### src/mccp_pkg.sv
`default_nettype none
// ----------------------------------------------------------------------------
// mccp_pkg
// Types, constants and the exp table for the call payoff accumulator.
// ----------------------------------------------------------------------------
package mccp_pkg;

    localparam int EXP_TABLE_ENTRIES = 256;
    localparam int EXP_LOG2 = $clog2(EXP_TABLE_ENTRIES);
    localparam int FRAC_W = 28 - EXP_LOG2;       // fraction bits below table index
    localparam int U_W = 30 - EXP_LOG2;          // width of polynomial argument u

    localparam int Q_DEPTH = 4;
    localparam int Q_PTR_W = $clog2(Q_DEPTH);
    localparam int Q_CNT_W = $clog2(Q_DEPTH + 1);

    localparam logic [27:0] LOG2E_Q27 = 28'd193635251;
    localparam logic [29:0] LN2_Q30 = 30'd744261118;
    localparam logic [31:0] ONE_Q30 = 32'd1073741824;
    localparam logic signed [36:0] X_LIMIT = 37'sd12348030976;

    // config register indexes
    localparam logic [2:0] REG_SPOT = 3'd0;
    localparam logic [2:0] REG_STRIKE = 3'd1;
    localparam logic [2:0] REG_DRIFT = 3'd2;
    localparam logic [2:0] REG_VOL = 3'd3;
    localparam logic [2:0] REG_DISC = 3'd4;

    typedef struct packed {
        logic [31:0]        spot;
        logic [31:0]        strike;
        logic signed [31:0] drift;
        logic [30:0]        vol;
        logic [31:0]        disc;
    } t_cfg;

    typedef struct packed {
        logic signed [15:0] z;
        logic               last;
    } t_item;

    typedef struct packed {
        logic [Q_CNT_W-1:0] count;
        logic               full;
    } t_q_stat;

    typedef logic [31:0] t_exp_table [EXP_TABLE_ENTRIES];

    // Q.30 Taylor series of exp(i*ln2/N), each term floored
    function automatic t_exp_table build_exp_table();
        t_exp_table tbl;
        longint unsigned v;
        longint unsigned term;
        longint unsigned sum;
        for (int i = 0; i < EXP_TABLE_ENTRIES; i++) begin
            v = (longint'(i) * 64'd744261118) / EXP_TABLE_ENTRIES;
            term = 64'd1073741824;
            sum = term;
            term = ((term * v) >> 30) / 1;  sum = sum + term;
            term = ((term * v) >> 30) / 2;  sum = sum + term;
            term = ((term * v) >> 30) / 3;  sum = sum + term;
            term = ((term * v) >> 30) / 4;  sum = sum + term;
            term = ((term * v) >> 30) / 5;  sum = sum + term;
            term = ((term * v) >> 30) / 6;  sum = sum + term;
            term = ((term * v) >> 30) / 7;  sum = sum + term;
            term = ((term * v) >> 30) / 8;  sum = sum + term;
            term = ((term * v) >> 30) / 9;  sum = sum + term;
            term = ((term * v) >> 30) / 10; sum = sum + term;
            term = ((term * v) >> 30) / 11; sum = sum + term;
            term = ((term * v) >> 30) / 12; sum = sum + term;
            tbl[i] = sum[31:0];
        end
        return tbl;
    endfunction

    localparam t_exp_table EXP_TABLE = build_exp_table();

endpackage
`default_nettype wire

### src/mccp_front.sv
`default_nettype none
// ----------------------------------------------------------------------------
// mccp_front
// Input side: takes sample words into a short queue for the back end.
// ----------------------------------------------------------------------------
module mccp_front
    import mccp_pkg::*;
(
    input  wire logic   i_clk,
    input  wire logic   i_rst_n,
    input  wire logic   i_s_valid,
    output logic        o_s_ready,
    input  wire t_item  i_s_item,
    output logic        o_d_valid,
    input  wire logic   i_d_ready,
    output t_item       o_d_item,
    output t_q_stat     o_stat
);

    t_item              r_q [Q_DEPTH];
    logic [Q_PTR_W-1:0] r_wr, n_wr;
    logic [Q_PTR_W-1:0] r_rd, n_rd;
    logic [Q_CNT_W-1:0] r_cnt, n_cnt;
    logic               push, pop;

    assign o_s_ready = (r_cnt != Q_CNT_W'(Q_DEPTH));
    assign o_d_valid = (r_cnt != '0);
    assign o_d_item = r_q[r_rd];
    assign push = i_s_valid && o_s_ready;
    assign pop = o_d_valid && i_d_ready;
    assign o_stat.count = r_cnt;
    assign o_stat.full = !o_s_ready;

    always_comb begin
        n_wr = push ? r_wr + 1'b1 : r_wr;
        n_rd = pop ? r_rd + 1'b1 : r_rd;
        n_cnt = r_cnt + Q_CNT_W'(push) - Q_CNT_W'(pop);
    end

    always_ff @(posedge i_clk) begin
        if (!i_rst_n) begin
            r_wr <= '0;
            r_rd <= '0;
            r_cnt <= '0;
        end else begin
            r_wr <= n_wr;
            r_rd <= n_rd;
            r_cnt <= n_cnt;
        end
    end

    always_ff @(posedge i_clk) begin
        if (push) begin
            r_q[r_wr] <= i_s_item;
        end
    end

endmodule
`default_nettype wire

### config.mk
export PLATFORM = sky130hd
export DESIGN_NAME = mccp_front
export DESIGN_NICKNAME = d
export VERILOG_FILES = /design/src/mccp_pkg.sv /design/src/mccp_front.sv
export SDC_FILE = /design/constraint.sdc
export NUM_CORES = 1
export LEC_CHECK = 0
export BUFFER_PORTS_ARGS = -buffer_cell sky130_fd_sc_hd__buf_2
export CORE_ASPECT_RATIO = 2
export CORE_MARGIN = 5
export CORE_UTILIZATION = 31
export DETAILED_ROUTE_END_ITERATION = 6
export HOLD_SLACK_MARGIN = 0.15
export PLACE_DENSITY = 0.57
export SYNTH_ARGS = -nofsm -noshare
export SYNTH_HDL_FRONTEND = slang
export SYNTH_SLANG_ARGS = --single-unit
### constraint.sdc
create_clock -name i_clk -period 3.5 [get_ports i_clk]
set_clock_uncertainty 0.1 [all_clocks]
set_input_delay 0.35 -clock i_clk [delete_from_list [all_inputs] [get_ports i_clk]]
set_output_delay 0.35 -clock i_clk [all_outputs]
set_load 0.02 [all_outputs]
Word level (Yosys, flattened, before mapping)
Memories as Yosys holds them, arrays and structs flattened. A register that Yosys moved wholly into a read port is not among the register bits.
Cells that the tools add are included.

operators by class
  add/subtract/negate cells = 4
  eq/ne operators = 1
  multiplexer cells = 4
  reductions and logical operators = 4

operator list
  kind                                                            count
  2-bit by 1-bit adder with 2-bit output (second input constant)  2
  2-bit two-way mux                                               2
  3-bit by 1-bit adder with 3-bit output                          1
  3-bit != test (second input constant)                           1
  3-bit nonzero test                                              1
  3-bit by 1-bit subtractor with 3-bit output                     1
  1-bit logical AND                                               2
  1-bit two-way mux                                               2
  1-bit zero test                                                 1

storage, ports and cells
  register bits = 7
  bits in writable memories = 68
  input port bits = 21
  output and inout bits = 23
  word-level logic and storage cells = 17
  memories kept = 1

memory list
  memory  words  width  read ports  clocked after Yosys merged registers in  write ports  line              source
  r_q     4      17     1           1                                        1            mccp_front.sv:20  t_item r_q [Q_DEPTH];

Depth between registers and ports, before layout
Gate-level depths: netlist of run 1.

  word-level depth = 4
  mapped depth = 14
  gate-level depth less buffers = 13

Worst setup path before layout of run 1
No wires, ideal clock.

  kind = flip-flop to flip-flop
  start = register r_cnt[1]
  end = register r_cnt[2]
  library setup time = 0.115 ns
  data arrival time = 2.585 ns
  required time = 3.285 ns
  path slack = 0.700 ns
  stages on the path, launching flop included = 15
  buffers on the path = 1
  clock period less this slack = 2.800 ns
  path through = dfxtp_1 > nor2_1 > nand2_1 > inv_1 > nor2b_1 > buf_2 > inv_1 > ha_1 > inv_1 > ha_1 > inv_1 > fa_1 > xnor2_1 > xnor2_1 > and2_1

between the ends
  word-level cells in the longest chain between the ends = 4
  elaborated cells on any way between the ends = 6
  classes of those cells = add/sub: 2; eq/ne: 1; reduce/logical: 3

ends and longest elaborated chain
  element                                      line              source
  start: declaration                           mccp_front.sv:23  logic [Q_CNT_W-1:0] r_cnt, n_cnt;
  start signal: assignment                     mccp_front.sv:48  r_cnt <= n_cnt;
  3-bit != test                                mccp_front.sv:26  assign o_s_ready = (r_cnt != Q_CNT_W'(Q_DEPTH));
  named net o_s_ready                          mccp_front.sv:12  output logic o_s_ready,
  1-bit logical AND                            mccp_front.sv:29  assign push = i_s_valid && o_s_ready;
  3-bit by 1-bit adder with 3-bit output       mccp_front.sv:37  n_cnt = r_cnt + Q_CNT_W'(push) - Q_CNT_W'(pop);
  3-bit by 1-bit subtractor with 3-bit output  mccp_front.sv:37

The timed path passes the listed nets, and every way through them passes these cells.
A chain may end at the register's enable or synchronous reset.

Worst setup path in the final report of run 1
  start = register r_cnt[1]
  end = register r_cnt[2]

between the ends
  word-level cells in the longest chain between the ends = 4
  elaborated cells on any way between the ends = 6
  classes of those cells = add/sub: 2; eq/ne: 1; reduce/logical: 3

ends and longest elaborated chain
  element                                        line
  3-bit != test                                  mccp_front.sv:26
  1-bit logical AND                              mccp_front.sv:29
  3-bit by 1-bit adder with 3-bit output         mccp_front.sv:37
  3-bit by 1-bit subtractor with 3-bit output *  mccp_front.sv:37

Every way passes the cells marked *; elsewhere a longest branch is shown, timed or not.

==> reports/metrics.yaml, run 1 <==
detailed_routing:
  dr.pass1.iters: 2
  drc: 0
  first_iter_violations: 88
  vias_per_cell: 4.60
  avgRoutedWirePerCell_um: 16.2
  wl_um: 5110
  vias: 1453
  drtAntennaViolNets: 0
synthesis:
  post_synth_num_cell_types: 20
  synth_compound_area_share_pct: 0.841
  synthAdderAreaFrac_pct: 3.19
  synth_top_area_share_pct: 68.6
  ys_warn_count: 0
  syn_inst: 139
  syn_nets: 167
  muxShareOfSynthArea_pct: 14.4
  synth_top_area_cell: "edfxtp_1"
  yosysSeqAreaShare_pct: 74.7
  yosys-top-cells-area: "edfxtp_1 69%, mux4_2 7.6%, mux4_1 6.2%, dfxtp_1 6.1%, ha_1 2.5%"
  synth_area_per_cell_um2: 21.4
  synthXorXnorAreaFrac_pct: 1.18
  synthSimpleGateAreaFrac_pct: 3.28
  synth_top_family_by_area: "multiplexers"
  netlist_area_mm2: 0.00298
  ys_ff_latch: 77
critical_path:
  crit_path_start: "r_cnt[1]$_SDFF_PN0_"
  crit_arrival_ps: 2830
  critPathCaptureType: "flip-flop"
  worstPathRequired_ps: 3620
  r2r_cells: 13
  crit_fanout: 7
  rr_startpoint: "r_cnt[1]$_SDFF_PN0_"
  cp-start-kind: "flip-flop"
  crit_type: "flip-flop to flip-flop"
placed_design:
  gp_congestion: 0.663
  dpl.hpwl_um: 3360
  placed_cells: 285
  io_buffers: 43
power:
  p_leak_nw: 1.35
  irDropWorstVdd_mv: 0.306
  pwr_density_cell_mw_per_mm2: 744
sta:
  tightest_slew_ps: 810
  relSlewSlack_pct: 45.9
  setup_viol: 0
  rsz0062_at_grt: "false"
  maxSlewViolCount: 0
  finalCritPeriodShare_pct: 77.2
  fin_crit_ps: 2700
  hold_violations: 0
  fin_setup_tns_ps: 0
  fmaxAchievable_mhz: 370
floorplanning:
  rows: 50
  die_area_mm2: 0.0118
  die_y_um: 149
  initial_core_util_pct: 31.7
  core_area_mm2: 0.00938
  dieWidth_um: 79.3
  io_pins: 44
final_layout:
  nets: 235
  fillers: 860
  drive_above_1_share_pct: 34.9
  area_growth_pct: 26.3
  fin_util_pct: 40.1
  final_cells: 316
  antennaDiodeCount: 0
cts:
  clock_sinks: 77
  tritoncts: "done"
  cts_root_buffer: "clkbuf_16"
  cts_made_buffers: 9
  clock_path_buffers: 2
  ctsHtreeMaxLevel: 3
  cts.repair.resized: 0
  postCtsSetupRepairBufs: 0
  postCtsHoldBufs: 15
  clk_latency_ps: 330
  path_clk_slew_ps: 60
grt:
  grt_pass1_vias: 1568
  antenna_found_initial: 0
  grt_overflow_total: 0
  grt_pass1_wl_um: 8270
  grtUsageTotal_pct: 9.74
  grt_max_degree: 18
run_status:
  status: "complete, no violations"
hold_path:
  holdPathStages: 1
  min_path_type: "input port to flip-flop"
  min-delay-start: "i_s_item[2]"
run:
  max-cap-violations: 0
## cells in the mapped netlist
library cell,number
edfxtp_1,68
mux4_2,10
dfxtp_1,9
and2_1,7
mux4_1,7
ha_1,6
inv_1,6
nand2_1,5
nor2b_1,4
xnor2_1,4
buf_2,3
mux2i_1,2
buf_12,1
buf_6,1
clkbuf_1,1
fa_1,1
nor2_1,1
o311ai_2,1
o31a_1,1
or3_1,1
## registers in the layout (all words and copies together), names as in the netlist, named ones only
name / count
r_q: 68
r_cnt: 3
r_wr: 2
r_rd: 2
## logic make-up after synthesis
logic type                 count (synthesis)
buffers and inverters                     12
AOI/OAI and AO/OA                          2
muxes                                     19
and+or+nand+nor                           18
adders and majority gates                  7
xor gates and xnor gates                   4
DFF                                       77
## cell type report
type                    instances  area, µm²  share of cell area [%]
well taps                     104        130                    3.46
clock buffers                  10        229                    6.09
flip-flops and latches         77       2220                    59.1
repair buffers                 63        403                    10.7
multi-input cells              50        682                    18.1
inverters                       6       22.5                   0.599
clock inverters                 6       70.1                    1.86
## stage by stage
stage / hold WS (ps) / power [mW] / worst slack, ps / area (µm²)
2_1_floorplan: 349 / 1.71 / 700 / 2980
3_3_place_gp: 409 / 1.91 / 855 / 3310
3_5_place_dp: 410 / 1.91 / 778 / 3310
4_1_cts: 151 / 2.86 / 770 / 3760
5_1_grt: 160 / 2.95 / 559 / 3760
6_report: 158 / 2.80 / 799 / 3760
## per-layer routing
metal	GRT usage [%]	vias to the layer above	wire length (µm)
met5	0	-	0
met4	5.42	0	128
met2	17.2	38	2850
met3	3.39	9	263
li1	-	689	-
met1	9.74	717	1870
## path summary, 6_finish.rpt
| check | end | slack (ps) |
|---|---|---|
| max reg2reg | r_cnt[2]$_SDFF_PN0_ | 800 |
| min reg2reg | r_wr[0]$_SDFFE_PN0P_ | 410 |
| max | r_cnt[2]$_SDFF_PN0_ | 800 |
| min | r_q[2][2]$_DFFE_PP_ | 160 |
## critical path, cell delays in order (launching register included)
cell and delay, ps:
dfxtp_1 480, nor2_1 90, nand2_1 90, inv_1 50, nor2b_1 370, inv_1 100, ha_1 300, inv_1 50
ha_1 130, inv_1 50, fa_1 370, xnor2_1 150, xnor2_1 130, and2_1 150
## report_power, final
group          leakage, nW  total [mW]  internal (mW)  switching (mW)
combinational        0.516       0.684          0.312           0.372
clock                0.136       0.912          0.557           0.355
sequential           0.697        1.20           1.12          0.0801
total                 1.35        2.80           1.99           0.807
## cell usage in the layout (no fill, tap or decap), drive strengths merged, types with 2 or more instances in the layout
master       netlist  layout
dlygate4sd3        0      15
ha                 6       6
mux4              17      17
and2               7       7
nor2b              4       4
clkinvlp           0       3
xnor2              4       4
nand2              5       5
inv                6       8
clkbuf             1      10
buf                5      48
mux2i              2       2
edfxtp            68      68
dfxtp              9       9
Power figures use the tool's default switching activity.
==> run 2: changes to the inputs <==
PLACE_DENSITY = 0.58   (was 0.57)
clock period = 2.37 ns   (was 3.5 ns; I/O delays follow)
==> reports/metrics.yaml, run 2 (synthesis gave the netlist of run 1 again) <==
critical_path:
  crit_arrival_ps: 2350
  worst-r2r-setup-slack_ps: 140
  worstPathRequired_ps: 2490
  cp_slowest_cell: "dfxtp_4"
  crit_type: "flip-flop to flip-flop"
  critPathCaptureType: "flip-flop"
  slowest_delay_ps: 380
  rr_startpoint: "r_cnt[1]$_SDFF_PN0_"
  timing.rr.end: "r_cnt[2]$_SDFF_PN0_"
  r2r_cells: 9
  cp-start-kind: "flip-flop"
  cp_cell_sequence: "o31a_1, ha_4, inv_1, ha_2, inv_2, fa_2, xnor2_2, xnor2_1, and2_1"
  crit_fanout: 7
detailed_routing:
  vias_per_cell: 4.61
  wl_um: 5160
  first_iter_violations: 75
  drtAntennaViolNets: 0
  vias: 1476
  dr.pass1.iters: 4
  avgRoutedWirePerCell_um: 16.1
  drc: 0
final_layout:
  largest_register: "r_q"
  antennaDiodeCount: 0
  drive_above_1_share_pct: 40.7
  fillers: 862
  top_regs: "r_q x68, r_cnt x3"
  nets: 240
  final_common_cell: "edfxtp_1"
  area_growth_pct: 29.0
  largest_register_ffs: 68
  layout_common_cells: "68 x edfxtp_1, 43 x buf_2, 18 x dlygate4sd3_1, 10 x mux4_2, 9 x clkbuf_16"
  fin_util_pct: 40.9
cts:
  clock_sinks: 77
  cts_root_buffer: "clkbuf_16"
  tritoncts: "done"
  ctsHtreeMaxLevel: 3
  cts_made_buffers: 9
  clk_latency_ps: 320
  postCtsSetupRepairBufs: 0
  path_clk_slew_ps: 60
  clock_path_buffers: 2
sta:
  hold_violations: 0
  maxSlewViolCount: 0
  rsz0062_at_grt: "false"
  whs_ps: 263
  fin_setup_tns_ps: 0
  setup_ws_ps: 140
  fin_crit_ps: 2230
  fmaxAchievable_mhz: 448
  tightest_slew_ps: 331
  finalCritPeriodShare_pct: 94.1
  setup_viol: 0
  relSlewSlack_pct: 78.0
floorplanning:
  initial_core_util_pct: 31.7
  die_y_um: 149
  dieWidth_um: 79.3
  core_area_mm2: 0.00938
  die_area_mm2: 0.0118
  rows: 50
  io_pins: 44
grt:
  grt_pass1_wl_um: 8310
  antenna_found_initial: 0
  grt_max_degree: 18
  grt_overflow_total: 0
  grtUsageTotal_pct: 9.66
  grt_pass1_vias: 1631
placed_design:
  dpl.hpwl_um: 3330
  io_buffers: 43
  gp_congestion: 0.676
  dp_slack_ps: 115
hold_path:
  min_path_type: "input port to flip-flop"
  holdPathStages: 4
  min-delay-start: "i_d_ready"
  whs_endpoint: "r_rd[1]$_SDFFE_PN0P_"
power:
  fin_total_pwr_mw: 4.17
  pwr_density_cell_mw_per_mm2: 1090
  p_leak_nw: 1.37
  irDropWorstVdd_mv: 0.620
run:
  max-cap-violations: 0
run_status:
  status: "complete, no violations"
[run 2: what timing repair did]
action | in CTS | in global routing
endpoints found under the setup margin | 0 | 1
resized for setup | 0 | 1
hold buffers | 18 | 0
endpoints found under the hold margin | 73 | 0
[run 2: how the worst max path moves through the flow]
stage,from,endpoint,slack (ps),cells after the start
global placement,r_cnt[1]$_SDFF_PN0_,r_cnt[2]$_SDFF_PN0_,170,13
global route,r_cnt[1]$_SDFF_PN0_,r_cnt[2]$_SDFF_PN0_,40,13
CTS,r_cnt[1]$_SDFF_PN0_,r_cnt[2]$_SDFF_PN0_,100,13
finish,r_cnt[1]$_SDFF_PN0_,r_cnt[2]$_SDFF_PN0_,140,9
detailed placement,r_cnt[1]$_SDFF_PN0_,r_cnt[2]$_SDFF_PN0_,120,13
floorplan,r_cnt[1]$_SDFF_PN0_,r_cnt[2]$_SDFF_PN0_,10,14
[run 2: where the power goes]
| group | switching, mW | internal, mW | total, mW |
|---|---|---|---|
| combinational | 0.610 | 0.501 | 1.11 |
| clock | 0.502 | 0.806 | 1.31 |
| sequential | 0.0831 | 1.67 | 1.75 |
[run 2: final cells by class]
cell class              instances  area [µm²]  area share (%)
multi-input cells              50         714            18.6
flip-flops and latches         77        2230            58.1
inverters                       6        25.0           0.652
clock buffers                   9         225            5.87
well taps                     104         130            3.39
repair buffers                 68         448            11.7
clock inverters                 6        65.1            1.69
[run 2: through the flow]
stage,std cells,area [µm²]
floorplan,139,3020
global placement,287,3370
global route,320,3840
finish,320,3840
detailed placement,287,3370
CTS,320,3840
[run 2: critical path, delay by kind of cell, from the launching register on]
kind                     cells  cell delay [ps]
adder cells (fa/ha/maj)      3              780
flip-flops                   1              380
AO/OA/AOI/OAI                1              350
XOR/XNOR                     2              270
AND/OR/NAND/NOR              1              150
buffers and inverters        2               90
[run 2: layer usage]
layer  track usage [%]  vias to the layer above  routed length [µm]
li1                  -                      698                   -
met1              9.78                      730                1970
met2              17.1                       40                2840
met3              3.39                        8                 248
met4              4.91                        0                  97
met5                 0                        -                   0
==> run 3: changes to the inputs <==
CORE_UTILIZATION = 25   (was 31)
PLACE_DENSITY = 0.51   (was 0.58)
clock period = 1.8 ns   (was 2.37 ns; I/O delays follow)
==> reports/metrics.yaml, run 3 (synthesis gave the netlist of run 1 again) <==
run_status:
  status: "complete, but fails checks"
  violations: "negative setup slack"
power:
  p_leak_nw: 1.51
  p_int_mw: 4.67
  power_frac_clock_pct: 31.5
  pwr-share-comb_pct: 32.5
  irDropWorstVdd_mv: 0.741
  seqPwrFrac_pct: 36.1
  pwr_density_cell_mw_per_mm2: 1520
  fin_total_pwr_mw: 6.40
  switching_share_pct: 27.1
  netSwitchingPower_mw: 1.74
sta:
  fin_setup_tns_ps: -665
  relSlewSlack_pct: 81.9
  fin_crit_ps: 2060
  rsz0062_at_grt: "true"
  hold_violations: 0
  setup_viol: 18
  setup_ws_ps: -255
  tightest_slew_ps: 271
  maxSlewViolCount: 0
  fmaxAchievable_mhz: 487
  finalCritPeriodShare_pct: 114
critical_path:
  worstPathRequired_ps: 1920
  crit_fanout: 3
  crit_type: "flip-flop to flip-flop"
  cp-start-kind: "flip-flop"
  cp_cell_sequence: "nor2_4, nand2_2, inv_4, nor2b_4, inv_2, ha_4, inv_2, ha_4, inv_2, fa_2, xnor2_2, xnor2_1, and2_1"
  crit_path_start: "r_cnt[1]$_SDFF_PN0_"
  crit_top_cell: "inv_2"
  rr_startpoint: "r_cnt[1]$_SDFF_PN0_"
  critPathCaptureType: "flip-flop"
  cp_slowest_cell: "dfxtp_4"
  worst-r2r-setup-slack_ps: -260
  crit_arrival_ps: 2180
  slowest_delay_ps: 360
  r2r_cells: 13
  timing.rr.end: "r_cnt[2]$_SDFF_PN0_"
  crit_end: "r_cnt[2]$_SDFF_PN0_"
detailed_routing:
  avgRoutedWirePerCell_um: 15.7
  drtAntennaViolNets: 0
  drc: 0
  vias_per_cell: 4.09
  dr.pass1.iters: 3
  wl_um: 5860
  top_layer: "met4"
  first_iter_violations: 81
  wl_met1_um: 2100
  route.met2.wl_um: 3340
  vias: 1524
  dr_wl_met3_um: 288
hold_path:
  min_path_type: "input port to flip-flop"
final_layout:
  area_growth_pct: 42.0
  antennaDiodeCount: 0
  nets: 252
  fin_util_pct: 36.1
  largest_register: "r_q"
  largest_register_ffs: 68
  final_common_cell: "edfxtp_1"
  stdcell_area_mm2: 0.00423
  top_regs: "r_q x68, r_cnt x3"
  drive_above_1_share_pct: 49.6
  final_cells: 373
  layout_common_cells: "68 x edfxtp_1, 26 x buf_2, 18 x dlygate4sd3_1, 17 x mux4_2, 17 x buf_6"
grt:
  antenna_found_initial: 0
  grt_pass1_wl_um: 9250
  grt_overflow_total: 0
  grtUsageTotal_pct: 9.00
  grt_max_degree: 18
  grt_pass1_vias: 1746
placed_design:
  dpl.hpwl_um: 3560
  placed_cells: 335
  io_buffers: 43
  gp_congestion: 0.654
  place_area_mm2: 0.00355
cts:
  clock_sinks: 77
  cts_root_buffer: "clkbuf_16"
  clk_latency_ps: 320
  clock_path_buffers: 2
  tritoncts: "done"
  cts_made_buffers: 9
  ctsHtreeMaxLevel: 3
  path_clk_slew_ps: 60
floorplanning:
  io_pins: 44
  rows: 56
  core_area_mm2: 0.0117
  die_area_mm2: 0.0143
  dieWidth_um: 87.2
  initial_core_util_pct: 25.4
  die_y_um: 164
run:
  max-cap-violations: 0
run 3: cell count changes in the layout (fill, tap and decap cells not counted), sizes merged:
cell,delta
buf,+12
bufinv,+2
clkinvlp,-3
inv,+1
run 3: layout make-up:
| cell class | instances | area (µm²) |
|---|---|---|
| Fill cell | 1123 | 7480 |
| Sequential cell | 77 | 2230 |
| Timing Repair Buffer | 80 | 734 |
| Multi-Input combinational cell | 50 | 713 |
| Clock buffer | 9 | 225 |
| Tap cell | 145 | 181 |
| Clock inverter | 6 | 111 |
| Inverter | 6 | 25.0 |
run 3: worst min-delay path by stage:
stage | from | endpoint | slack (ps) | cells after the start
global placement | i_s_item[2] | r_q[0][2]$_DFFE_PP_ | 290 | 1
floorplan | i_s_item[0] | r_q[0][0]$_DFFE_PP_ | 180 | 0
finish | i_s_valid | r_wr[0]$_SDFFE_PN0P_ | 240 | 4
CTS | i_s_valid | r_wr[0]$_SDFFE_PN0P_ | 230 | 4
global route | i_s_valid | r_wr[1]$_SDFFE_PN0P_ | 280 | 4
detailed placement | i_s_item[3] | r_q[0][3]$_DFFE_PP_ | 300 | 1
run 3: power by group through the flow:
stage                     sequential [mW]  clock [mW]  combinational, mW
after global routing                 2.33        2.13               2.25
after CTS                            2.31        2.07               2.22
after global placement               2.30           0               1.69
final                                2.31        2.01               2.08
after floorplan                      2.36           0               1.08
after detailed placement             2.31           0               1.72
run 3: what timing repair did:
action,4_1_cts,5_1_grt
resized for setup,49,1
hold buffers,18,0
pin swaps,9,0
setup buffers,4,1
setup endpoints to repair,19,19
hold endpoints to repair,77,0
gates cloned,2,0
run 3: worst max-delay path: cells and delay by family (launching register included):
kind / cells / cell delay, ps
adder cells (fa/ha/maj): 3 / 690
XOR/XNOR: 2 / 260
AND/OR/NAND/NOR: 4 / 360
buffers and inverters: 4 / 180
flip-flops: 1 / 360
run 3: metal layers:
layer  GRT usage [%]  vias to the layer above
li1                -                      715
met1            9.16                      763
met2            16.4                       37
met3            2.46                        9
met4            4.40                        0
met5               0                        -
run 3: per-stage QoR:
| stage | setup slack [ps] | hold slack [ps] |
|---|---|---|
| after CTS | -273 | 230 |
| after detailed placement | -354 | 297 |
| after floorplan | -529 | 179 |
| after global routing | -344 | 278 |
| after global placement | -309 | 293 |
| final | -255 | 236 |
